File: config.mk
export PLATFORM = sky130hd
export DESIGN_NAME = sorted_priority_queue
export DESIGN_NICKNAME = d
export VERILOG_FILES = /design/src/design/spq_pkg.sv /design/src/design/sorted_priority_queue.sv /design/src/design/spq_ram.sv
export SDC_FILE = /design/constraint.sdc
export NUM_CORES = 1
export LEC_CHECK = 0
export BUFFER_PORTS_ARGS = -buffer_cell sky130_fd_sc_hd__buf_4
export CAP_MARGIN = 25
export CORE_ASPECT_RATIO = 1.75
export CORE_MARGIN = 5
export CORE_UTILIZATION = 50
export CTS_BUF_LIST = sky130_fd_sc_hd__clkbuf_16
export CTS_CLUSTER_SIZE = 14
export DETAILED_ROUTE_END_ITERATION = 16
export MAX_ROUTING_LAYER = met4
export PLACE_DENSITY_LB_ADDON = 0.1
export SYNTH_ARGS = -nofsm -noshare
export SYNTH_HDL_FRONTEND = slang
export SYNTH_SLANG_ARGS = --single-unit
File: constraint.sdc
create_clock -name clock -period 21.5 [get_ports clock]
set_input_delay 1.075 -clock clock [delete_from_list [all_inputs] [get_ports clock]]
set_output_delay 1.075 -clock clock [all_outputs]
set_load 0.02 [all_outputs]
File: src/design/spq_pkg.sv
// Shared types and codes for the sorted priority queue.
// No dependencies; imported by spq_ram and sorted_priority_queue.
`default_nettype none

package spq_pkg;

   localparam int DATA_W = 32;
   localparam int PRIO_W = 32;
   localparam int OCC_W  = 5;

   // request operation codes
   localparam logic CMD_ENQ = 1'b0;
   localparam logic CMD_DEQ = 1'b1;

   // response status codes
   localparam logic [1:0] STATUS_OK    = 2'd0;
   localparam logic [1:0] STATUS_EMPTY = 2'd1;
   localparam logic [1:0] STATUS_FULL  = 2'd2;

   typedef struct packed {
      logic signed [DATA_W-1:0] data;
      logic signed [PRIO_W-1:0] prio;
   } entry_type;

   typedef enum logic [3:0] {
      ST_IDLE     = 4'b0001,
      ST_ENQ_CMP  = 4'b0010,
      ST_ENQ_PUT  = 4'b0100,
      ST_DEQ_WAIT = 4'b1000
   } state_type;

endpackage

`default_nettype wire

File: src/design/sorted_priority_queue.sv
// Sorted priority queue held in a circular entry RAM, smallest priority at the head.
// Dequeue: one RAM read of the head entry, then a registered response. Empty/full rejects skip the RAM.
// Enqueue: the entries behind the new one are each moved back one slot per cycle, read through
//   the RAM read port and written through its separate write port; one request in flight at a time.
// Synchronous reset clears count, head and control; the RAM is not cleared (no sweep).
`default_nettype none

module sorted_priority_queue
   import spq_pkg::*;
#(
   parameter int CAPACITY = 16
) (
   input  wire logic                     clock,
   input  wire logic                     reset,
   input  wire logic                     req_valid,
   output      logic                     req_stall,
   input  wire logic                     req_cmd,
   input  wire logic signed [DATA_W-1:0] req_data_in,
   input  wire logic signed [PRIO_W-1:0] req_prio_in,
   output      logic                     rsp_valid,
   input  wire logic                     rsp_stall,
   output      logic signed [DATA_W-1:0] rsp_data_out,
   output      logic [1:0]               rsp_status,
   output      logic [OCC_W-1:0]         rsp_occupancy,
   output      logic                     rsp_is_empty
);

   localparam int AW = $clog2(CAPACITY);
   localparam int CW = $clog2(CAPACITY + 1);
   localparam logic [AW:0]   CAP_W    = (AW+1)'(CAPACITY);
   localparam logic [CW-1:0] CNT_FULL = CW'(CAPACITY);
   localparam logic [AW-1:0] LAST     = AW'(CAPACITY - 1);

   state_type                state_ff, state_in;
   logic [AW-1:0]            head_ff, head_in;
   logic [CW-1:0]            cnt_ff, cnt_in;
   logic [AW-1:0]            pos_ff, pos_in;
   entry_type                new_ff, new_in;
   logic                     rsp_valid_ff, rsp_valid_in;
   logic signed [DATA_W-1:0] rsp_data_ff, rsp_data_in;
   logic [1:0]               rsp_status_ff, rsp_status_in;
   logic [CW-1:0]            rsp_count_ff, rsp_count_in;

   logic          req_acc;
   logic          ram_we, ram_re;
   logic [AW-1:0] ram_wa, ram_ra;
   entry_type     ram_wd, ram_rd;

   // logical slot (0 = head) to RAM address; sum stays below twice the depth
   function automatic logic [AW-1:0] phys(input logic [AW-1:0] head,
                                          input logic [AW-1:0] slot);
      logic [AW:0] sum;
      sum = {1'b0, head} + {1'b0, slot};
      if (sum >= CAP_W) begin
         sum = sum - CAP_W;
      end
      return sum[AW-1:0];
   endfunction

   assign req_stall = (state_ff != ST_IDLE) || (rsp_valid_ff && rsp_stall);
   assign req_acc   = req_valid && !req_stall;

   spq_ram #(
      .DEPTH (CAPACITY),
      .AW    (AW)
   ) u_ram (
      .clock    (clock),
      .wr_en    (ram_we),
      .wr_addr  (ram_wa),
      .wr_entry (ram_wd),
      .rd_en    (ram_re),
      .rd_addr  (ram_ra),
      .rd_entry (ram_rd)
   );

   always_comb begin
      state_in      = state_ff;
      head_in       = head_ff;
      cnt_in        = cnt_ff;
      pos_in        = pos_ff;
      new_in        = new_ff;
      rsp_valid_in  = rsp_valid_ff && rsp_stall;
      rsp_data_in   = rsp_data_ff;
      rsp_status_in = rsp_status_ff;
      rsp_count_in  = rsp_count_ff;
      ram_we        = 1'b0;
      ram_wa        = '0;
      ram_wd        = new_ff;
      ram_re        = 1'b0;
      ram_ra        = '0;

      case (state_ff)
         ST_IDLE: begin
            if (req_acc) begin
               if (req_cmd == CMD_DEQ) begin
                  if (cnt_ff == '0) begin
                     rsp_valid_in  = 1'b1;
                     rsp_data_in   = '0;
                     rsp_status_in = STATUS_EMPTY;
                     rsp_count_in  = cnt_ff;
                  end else begin
                     ram_re   = 1'b1;
                     ram_ra   = head_ff;
                     state_in = ST_DEQ_WAIT;
                  end
               end else begin
                  if (cnt_ff == CNT_FULL) begin
                     rsp_valid_in  = 1'b1;
                     rsp_data_in   = '0;
                     rsp_status_in = STATUS_FULL;
                     rsp_count_in  = cnt_ff;
                  end else begin
                     new_in.data = req_data_in;
                     new_in.prio = req_prio_in;
                     pos_in      = AW'(cnt_ff);
                     if (cnt_ff == '0) begin
                        state_in = ST_ENQ_PUT;
                     end else begin
                        ram_re   = 1'b1;
                        ram_ra   = phys(head_ff, AW'(cnt_ff - CW'(1)));
                        state_in = ST_ENQ_CMP;
                     end
                  end
               end
            end
         end

         ST_ENQ_CMP: begin
            // ram_rd holds slot pos-1; a strictly smaller new priority moves it back
            ram_we = 1'b1;
            ram_wa = phys(head_ff, pos_ff);
            if (new_ff.prio < ram_rd.prio) begin
               ram_wd = ram_rd;
               pos_in = pos_ff - AW'(1);
               if (pos_ff == AW'(1)) begin
                  state_in = ST_ENQ_PUT;
               end else begin
                  ram_re = 1'b1;
                  ram_ra = phys(head_ff, pos_ff - AW'(2));
               end
            end else begin
               ram_wd        = new_ff;
               cnt_in        = cnt_ff + CW'(1);
               rsp_valid_in  = 1'b1;
               rsp_data_in   = '0;
               rsp_status_in = STATUS_OK;
               rsp_count_in  = cnt_ff + CW'(1);
               state_in      = ST_IDLE;
            end
         end

         ST_ENQ_PUT: begin
            ram_we        = 1'b1;
            ram_wa        = phys(head_ff, pos_ff);
            ram_wd        = new_ff;
            cnt_in        = cnt_ff + CW'(1);
            rsp_valid_in  = 1'b1;
            rsp_data_in   = '0;
            rsp_status_in = STATUS_OK;
            rsp_count_in  = cnt_ff + CW'(1);
            state_in      = ST_IDLE;
         end

         ST_DEQ_WAIT: begin
            head_in       = (head_ff == LAST) ? '0 : head_ff + AW'(1);
            cnt_in        = cnt_ff - CW'(1);
            rsp_valid_in  = 1'b1;
            rsp_data_in   = ram_rd.data;
            rsp_status_in = STATUS_OK;
            rsp_count_in  = cnt_ff - CW'(1);
            state_in      = ST_IDLE;
         end

         default: begin
            state_in = ST_IDLE;
         end
      endcase
   end

   always_ff @(posedge clock) begin
      if (reset) begin
         state_ff     <= ST_IDLE;
         head_ff      <= '0;
         cnt_ff       <= '0;
         rsp_valid_ff <= 1'b0;
      end else begin
         state_ff     <= state_in;
         head_ff      <= head_in;
         cnt_ff       <= cnt_in;
         rsp_valid_ff <= rsp_valid_in;
      end
   end

   always_ff @(posedge clock) begin
      pos_ff        <= pos_in;
      new_ff        <= new_in;
      rsp_data_ff   <= rsp_data_in;
      rsp_status_ff <= rsp_status_in;
      rsp_count_ff  <= rsp_count_in;
   end

   assign rsp_valid     = rsp_valid_ff;
   assign rsp_data_out  = rsp_data_ff;
   assign rsp_status    = rsp_status_ff;
   assign rsp_occupancy = OCC_W'(rsp_count_ff);
   assign rsp_is_empty  = (rsp_count_ff == '0);

`ifndef SYNTH
   a_cnt_bound: assert property (@(posedge clock) disable iff (reset)
      cnt_ff <= CNT_FULL)
      else $error("entry count above capacity");

   a_ram_write_enq: assert property (@(posedge clock) disable iff (reset)
      ram_we |-> (state_ff == ST_ENQ_CMP || state_ff == ST_ENQ_PUT))
      else $error("RAM written outside an enqueue");

   a_busy_stall: assert property (@(posedge clock) disable iff (reset)
      (state_ff != ST_IDLE) |-> req_stall)
      else $error("request taken while busy");

   a_empty_rsp: assert property (@(posedge clock) disable iff (reset)
      (rsp_valid_ff && rsp_status_ff == STATUS_EMPTY) |-> (rsp_is_empty && rsp_data_ff == '0))
      else $error("empty-dequeue response inconsistent");

   a_full_rsp: assert property (@(posedge clock) disable iff (reset)
      (rsp_valid_ff && rsp_status_ff == STATUS_FULL) |-> (cnt_ff == CNT_FULL))
      else $error("full response while not full");

   a_deq_shrinks: assert property (@(posedge clock) disable iff (reset)
      (state_ff == ST_DEQ_WAIT) |=> (cnt_ff == $past(cnt_ff) - CW'(1)))
      else $error("dequeue did not drop the count");
`endif

endmodule

`default_nettype wire

File: src/design/spq_ram.sv
// Entry store: one write port, one read port, registered read data.
// Depends on spq_pkg for the entry layout.
`default_nettype none

module spq_ram
   import spq_pkg::*;
#(
   parameter int DEPTH = 16,
   parameter int AW    = 4
) (
   input  wire logic          clock,
   input  wire logic          wr_en,
   input  wire logic [AW-1:0] wr_addr,
   input  wire entry_type     wr_entry,
   input  wire logic          rd_en,
   input  wire logic [AW-1:0] rd_addr,
   output      entry_type     rd_entry
);

   entry_type mem_ff [DEPTH];
   entry_type rd_entry_ff;

   always_ff @(posedge clock) begin
      if (wr_en) begin
         mem_ff[wr_addr] <= wr_entry;
      end
   end

   always_ff @(posedge clock) begin
      if (rd_en) begin
         rd_entry_ff <= mem_ff[rd_addr];
      end
   end

   assign rd_entry = rd_entry_ff;

endmodule

`default_nettype wire
After elaboration in Yosys (flattened, before gate mapping)
Memory sizes are Yosys's and may differ from the RTL's. A register that Yosys moved wholly into a read port is not among the register bits.
Index checks and enable logic that the tools add are counted.
{ "totals": {"ff_bits": 121, "mem_bits_rw": 1024, "output_inout_bits": 42, "word_cells": 127, "mem_count": 1} }
{ "classes": {"add_sub_neg": 11, "n_lt_le_gt_ge": 4, "n_eq_ne": 18, "mux": 63, "n_bitwise": 2, "n_reduce_logical": 18} }
{ "memory_table": {"columns": ["name", "words", "word_bits", "read_ports", "rd_ports_with_merged_regs", "write_ports", "line_no", "text"], "rows": [
  ["u_ram.mem_ff", 16, 64, 1, 1, 1, "spq_ram.sv:20", "entry_type mem_ff [DEPTH];"]
]} }
{ "ops": {"columns": ["operator", "count"], "rows": [
  ["2-to-1 mux 32 bit", 5],
  ["2-to-1 mux 64 bit", 2],
  ["case mux 32 bit (4 select lines)", 1],
  ["2-to-1 mux 4 bit", 22],
  ["< comparator 32 bit", 1],
  ["2-to-1 mux 5 bit", 5],
  ["case mux 4 bit (2 select lines)", 3],
  ["case mux 5 bit (4 select lines)", 1],
  ["subtractor 4 x 1 -> 4 bit, second input constant", 4],
  ["adder 4 x 4 -> 5 bit", 3],
  [">= comparator 5 bit, second input constant", 3],
  ["!= test 3 bit, second input constant", 5],
  ["case mux 5 bit (3 select lines)", 1],
  ["AND reduction 5 bit", 3],
  ["2-to-1 mux 1 bit", 14],
  ["zero test 5 bit", 2],
  ["2-to-1 mux 2 bit", 5],
  ["!= test 2 bit, second input constant", 5],
  ["equality test 4 x 1 -> 1 bit, second input constant", 2],
  ["equality test 4 bit, second input constant", 2],
  ["AND reduction 4 bit", 2],
  ["case mux 2 bit (3 select lines)", 1],
  ["nonzero test 3 bit", 2],
  ["adder 5 x 1 -> 5 bit, second input constant", 1],
  ["18 further kinds", 21]
]} }

Logic depth before layout (Yosys ltp)
{ "depth": {"ltp_word": 9, "mapped_depth": 16, "depth_no_buf": 14} }

By module
Synthesis repeated with hierarchy kept, for this count alone.
{ "hier_totals": {"hier_cells": 2175, "area_unflattened_um2": 46766.1} }
{ "modules_own_cells": {"columns": ["mod", "instances", "cells_per_inst", "area_each_um2", "seq_area_each_um2"], "rows": [
  ["spq_ram", 1, 1647, 40223.6, 32671.3],
  ["sorted_priority_queue", 1, 528, 6542.5, 3493.4]
]} }

Worst setup path after synthesis
OpenSTA, ideal clock, no wires.
{ "synth_path": {"path_kind": "input -> register", "from": "in rsp_stall", "to": "reg pos_ff[0] (enable)", "setup_ns": 0.321, "t_arrival_ns": 6.859, "t_required_ns": 21.179, "path_slack_ns": 14.320, "stages": 4, "path_buffers": 0, "cell_sequence": "nand2_1 > nand3_1 > a211oi_1 > or2_2"} }
{ "synth_between": {"elab_chain_len": 6} }
{ "synth_lines": {"columns": ["element", "line_no", "text"], "rows": [
  ["start, declared", "sorted_priority_queue.sv:21", "input wire logic rsp_stall,"],
  ["logical AND 1 bit", "sorted_priority_queue.sv:60", "assign req_stall = (state_ff != ST_IDLE) || (rsp_valid_ff && rsp_stall);"],
  ["logical OR 1 bit", "sorted_priority_queue.sv:60", null],
  ["zero test 1 bit", "sorted_priority_queue.sv:61", "assign req_acc = req_valid && !req_stall;"],
  ["logical AND 1 bit", "sorted_priority_queue.sv:61", null],
  ["!= test 2 bit (no line)", null, null],
  ["AND reduction 5 bit (no line)", null, null],
  ["end signal, assigned", "sorted_priority_queue.sv:195", "pos_ff <= pos_in;"],
  ["end, declared", "sorted_priority_queue.sv:37", "logic [AW-1:0] pos_ff, pos_in;"]
]} }
No other way between the ends.
A chain may end at the register's enable or synchronous reset.

Worst setup path in the final report
{ "layout_path": {"from": "reg new_ff[15] (netlist bit)", "to": "reg, netlist name u_ram.rd_entry[38]"} }
{ "layout_between": {"elab_chain_len": 3, "word_cells_on_any_way": 5} }
{ "layout_lines": {"columns": ["element", "line_no", "text"], "rows": [
  ["start, declared", "sorted_priority_queue.sv:38", "entry_type new_ff, new_in;"],
  ["start signal, assigned", "sorted_priority_queue.sv:196", "new_ff <= new_in;"],
  ["< comparator 32 bit *", "sorted_priority_queue.sv:132", "if (new_ff.prio < ram_rd.prio) begin"],
  ["2-to-1 mux 4 bit or 2-to-1 mux 1 bit (tied branches)", "sorted_priority_queue.sv:132", null],
  ["case mux 4 bit (2 select lines) or case mux 1 bit (2 select lines) (tied branches)", "sorted_priority_queue.sv:92", "case (state_ff)"]
]} }
Every way passes the cells marked *; elsewhere a longest branch is shown, timed or not.

==> metrics.md <==
| Metric | Value |
|---|---|
| Synthesized cell area | `47,490 um2` |
| Worst-path maximum fanout | `43` |
| Type of the worst setup path | `reg -> reg` |
| Largest net degree at the start of global routing | `~120` |
| Post-route ant nets | `0` |
| Reg-to-Reg Start | `new_ff[15]$_DFFE_PP_` |
| Antenna cells | `0` |
| Crit-path slowest cell | `buf_4` |
| Synth Flop Type | `edfxtp_1` |
| Fin. Hold Viols | `0` |
| Hold buffers post-CTS | `0` |
| CTS Buf Count | `107` |
| DRT iter0 DRCs | `2,507` |
| Worst rel slew slack | `a little over a quarter` |
| DRT Wirelength | `about 120 mm` |
| Die Span Y | `417.7 um` |
| Post-synth ARST share | `0%` |
| Synthesized Nets | `3,041` |
| CP bufs+invs | `2` |
| Clock root cell | `clkbuf_16` |
| Share of the synthesized area in the top cell type | `75.56%` |
| Pwr Density | `97.90 nW/um2` |
| Vias in the first global route | `about 27,000` |
| Worst EP arrival | `6160 ps` |
| Vias per Instance | `6.011` |
| Fillers | `about 7,300` |
| Maximum buffer depth of the clock tree | `3` |
| Overflow after GRT | `0` |
| First-pass GRT wire length | `about 180 mm` |
| Most frequent cell after synthesis | `edfxtp_1` |
| Mapped Cells | `2,922` |
| Max Cap Viol | `0` |
| Number of setup buffers added after CTS | `0` |
| Synth warnings | `0` |
| Core Region | `94,330 um2` |
| Synth unique cells | `55` |
| Hold crit path type | `in -> reg` |
| Status | `completed` |
| # DRC | `0` |
| Initial antenna violation count | `1` |
| IO buf count | `110` |
| Initial Util | `50.35%` |
| H-Tree Depth | `3` |
| Worst path top cell family by delay | `simple AND/OR/NAND/NOR gates` |
| Synth-to-layout area growth | `12.44%` |
| Total GRT Usage | `about a quarter` |
| FF-to-FF path depth | `13` |
| Clock Skew | `26.46 ps` |
| Unrepaired setup endpoints after global routing | `false` |
| Post-cts sizing count | `0` |
| Yosys reg bits | `1,209` |
| Largest area contributor in the netlist | `edfxtp_1` |
| R2R Path End | `u_ram.rd_entry[38]$_DFFE_PP_` |
| Slew Limit Fails | `0` |
| Crit path time final | `5724 ps` |
| Dpl hpwl | `between 60 and 70 mm` |
| Worst Tran Pin Value | `1085 ps` |
| Synth top area cells | `edfxtp_1 76%, mux2i_1 8.1%, nand2_1 3.3%` |
| Critical Path End Type | `flip-flop` |
| WP data required | `21,940 ps` |
| Setup TNS | `0 ps` |
| Met1 Track Usage GR | `a little under a third` |
| Drt wl/cell | `28.29 um` |
| Final setup fails | `0` |
| Die outline width | `243.0 um` |
| CP startpoint kind | `flip-flop` |
| TritonCTS clock tree | `built` |
| Met2 usage in global routing | `43.15%` |
| Final period util | `26.62%` |
| Synth top cells by count | `1,195 x edfxtp_1, 422 x nand2_1, 385 x mux2i_1` |
| Final non-filler cell total | `4,364` |
| Fraction of layout cells with a size suffix above 1 | `about an eighth` |
| CTS Sinks | `1,209` |
| Hold Path End | `new_ff[43]$_DFFE_PP_` |
| Register area share after synthesis | `76.15%` |
| Vias | `between 20,000 and 30,000` |
| Cell Rows | `around 150` |
| Leakage | `20.45 nW` |
| Gpl congestion | `between 0.8 and 0.9` |
| Clock Latency Late Sink | `700 ps` |
| Max incr delay on CP | `about 800 ps` |
| Final #Nets | `3,196` |
| Gr busiest metal | `met2` |
| Die ar. | `approximately 100,000 um2` |
| Clk slew on worst S/H paths | `70 ps` |
| Post-synth EDFFs | `about 1,200` |
| Mapped Avg Cell Area | `16.25 um2` |
| First-pass DRT Iterations | `7` |
| Hold path start | `req_data_in[11]` |
| I/O pins | `111` |
| Most Frequent Cell on Critical Path | `buf_4` |
| Hold Path Depth | `1` |
| Peak VDD IR | `0.07163 mV` |
| R2r setup slk | `15,780 ps` |
| Highest clock rate | `174.7 MHz` |
| DP Cell Count | `4,173` |
| Met3 Use GR | `2.767%` |
| CP cell instances | `ha_1, nand2_1, nor4_1, a31oi_1, a21oi_1, o22ai_2, a31oi_4, buf_4, or3b_4, buf_4, o22a_1, o221ai_1, or4_1` |
-- worst max path at each step --
| stage | start | to | slack (ps) | cells past startpoint |
|---|---|---|---|---|
| final | new_ff[15]$_DFFE_PP_ | u_ram.rd_entry[38]$_DFFE_PP_ | 15780 | 13 |
| after global routing | new_ff[15]$_DFFE_PP_ | u_ram.rd_entry[38]$_DFFE_PP_ | 15550 | 13 |
| after detailed placement | new_ff[15]$_DFFE_PP_ | u_ram.rd_entry[38]$_DFFE_PP_ | 15700 | 13 |
| after global placement | new_ff[15]$_DFFE_PP_ | u_ram.rd_entry[38]$_DFFE_PP_ | 15830 | 13 |
| after CTS | new_ff[15]$_DFFE_PP_ | u_ram.rd_entry[38]$_DFFE_PP_ | 15700 | 13 |
| after floorplan | rsp_stall | pos_ff[0]$_DFFE_PP_ | 14320 | 4 |
-- registers in the layout, indices dropped and copies added, names as in the netlist --
| signal | count |
|---|---|
| pos_ff | 4 |
| rsp_valid | 1 |
| u_ram.mem_ff | 1024 |
| state_ff | 4 |
| rsp_occupancy | 5 |
| new_ff | 64 |
| rsp_data_out | 32 |
| cnt_ff | 5 |
| rsp_status | 2 |
| head_ff | 4 |
| u_ram.rd_entry | 64 |
-- metrics by stage --
step / setup WS, ps / util, % / hold slack, ps / power, W / area, um2
2_1_floorplan: 14320 / - / 502.9 / 0.003170 / 47490
3_3_place_gp: 15830 / 52.93 / 522.9 / 0.003391 / 49930
3_5_place_dp: 15700 / 52.95 / 535.4 / 0.003405 / 49950
4_1_cts: 15700 / 56.54 / 493.2 / 0.005264 / 53340
5_1_grt: 15550 / 56.61 / 512.7 / 0.005405 / 53400
6_report: 15780 / 56.61 / 542.8 / 0.005228 / 53400
-- routing by layer --
layer / part of all wire [%] / routed length (um)
met5: 0 / 0
met4: 2.6 / 3183
met3: 5.2 / 6422
met2: 52 / 64700
met1: 40 / 49150
-- kinds of logic (layout without fill, tap and decap cells) --
family,Yosys count,count (layout),synth area share (%)
xor gates and xnor gates,25,25,0.4768
buffers and inverters,195,429,1.989
adders and majority gates,50,50,1.365
AOI/OAI and AO/OA,437,437,5.972
muxes,385,385,8.114
DFF,1209,1209,76.15
and+or+nand+nor,621,621,5.936
-- cell usage in the layout (no fill, tap or decap), drive strengths merged, types with 4 or more instances in the layout --
master,count
edfxtp,1195
nand2,424
mux2i,385
buf,201
a21oi,165
clkbuf,111
inv,69
o22ai,67
or4,66
o22a,64
o221ai,64
o21ai,51
ha,47
nor2,42
clkinv,37
and2,36
dfxtp,14
xor2,13
xnor2,12
nand3,11
bufinv,10
nor3,10
a31oi,7
or2,5
nor3b,5
nor2b,4
a21o,4
a211oi,4
-- layout make-up --
class | instances | area, um2 | area share (%)
clock buffers | 111 | 2778 | 5.202
clock inverters | 77 | 613.1 | 1.148
inverters | 40 | 150.1 | 0.2812
multi-input cells | 1518 | 10610 | 19.87
flip-flops and latches | 1209 | 36160 | 67.72
well taps | 1208 | 1511 | 2.830
repair buffers | 201 | 1574 | 2.948
-- worst reg2reg max path, cell delays in order, from the launching register on --
cell and delay, ps:
edfxtp_1 390, ha_1 320, nand2_1 90, nor4_1 490
a31oi_1 290, a21oi_1 300, o22ai_2 330, a31oi_4 320
buf_4 600, or3b_4 620, buf_4 780, o22a_1 310
o221ai_1 90, or4_1 530
-- report_power, final --
group          internal (W)  leakage (nW)  switching (W)  total (W)
Clock               0.00105          1.76       0.000830    0.00188
Sequential          0.00273          10.9      0.0000374    0.00276
Combinational      0.000193          7.79       0.000395   0.000588
(Power assumes the default switching activity.)
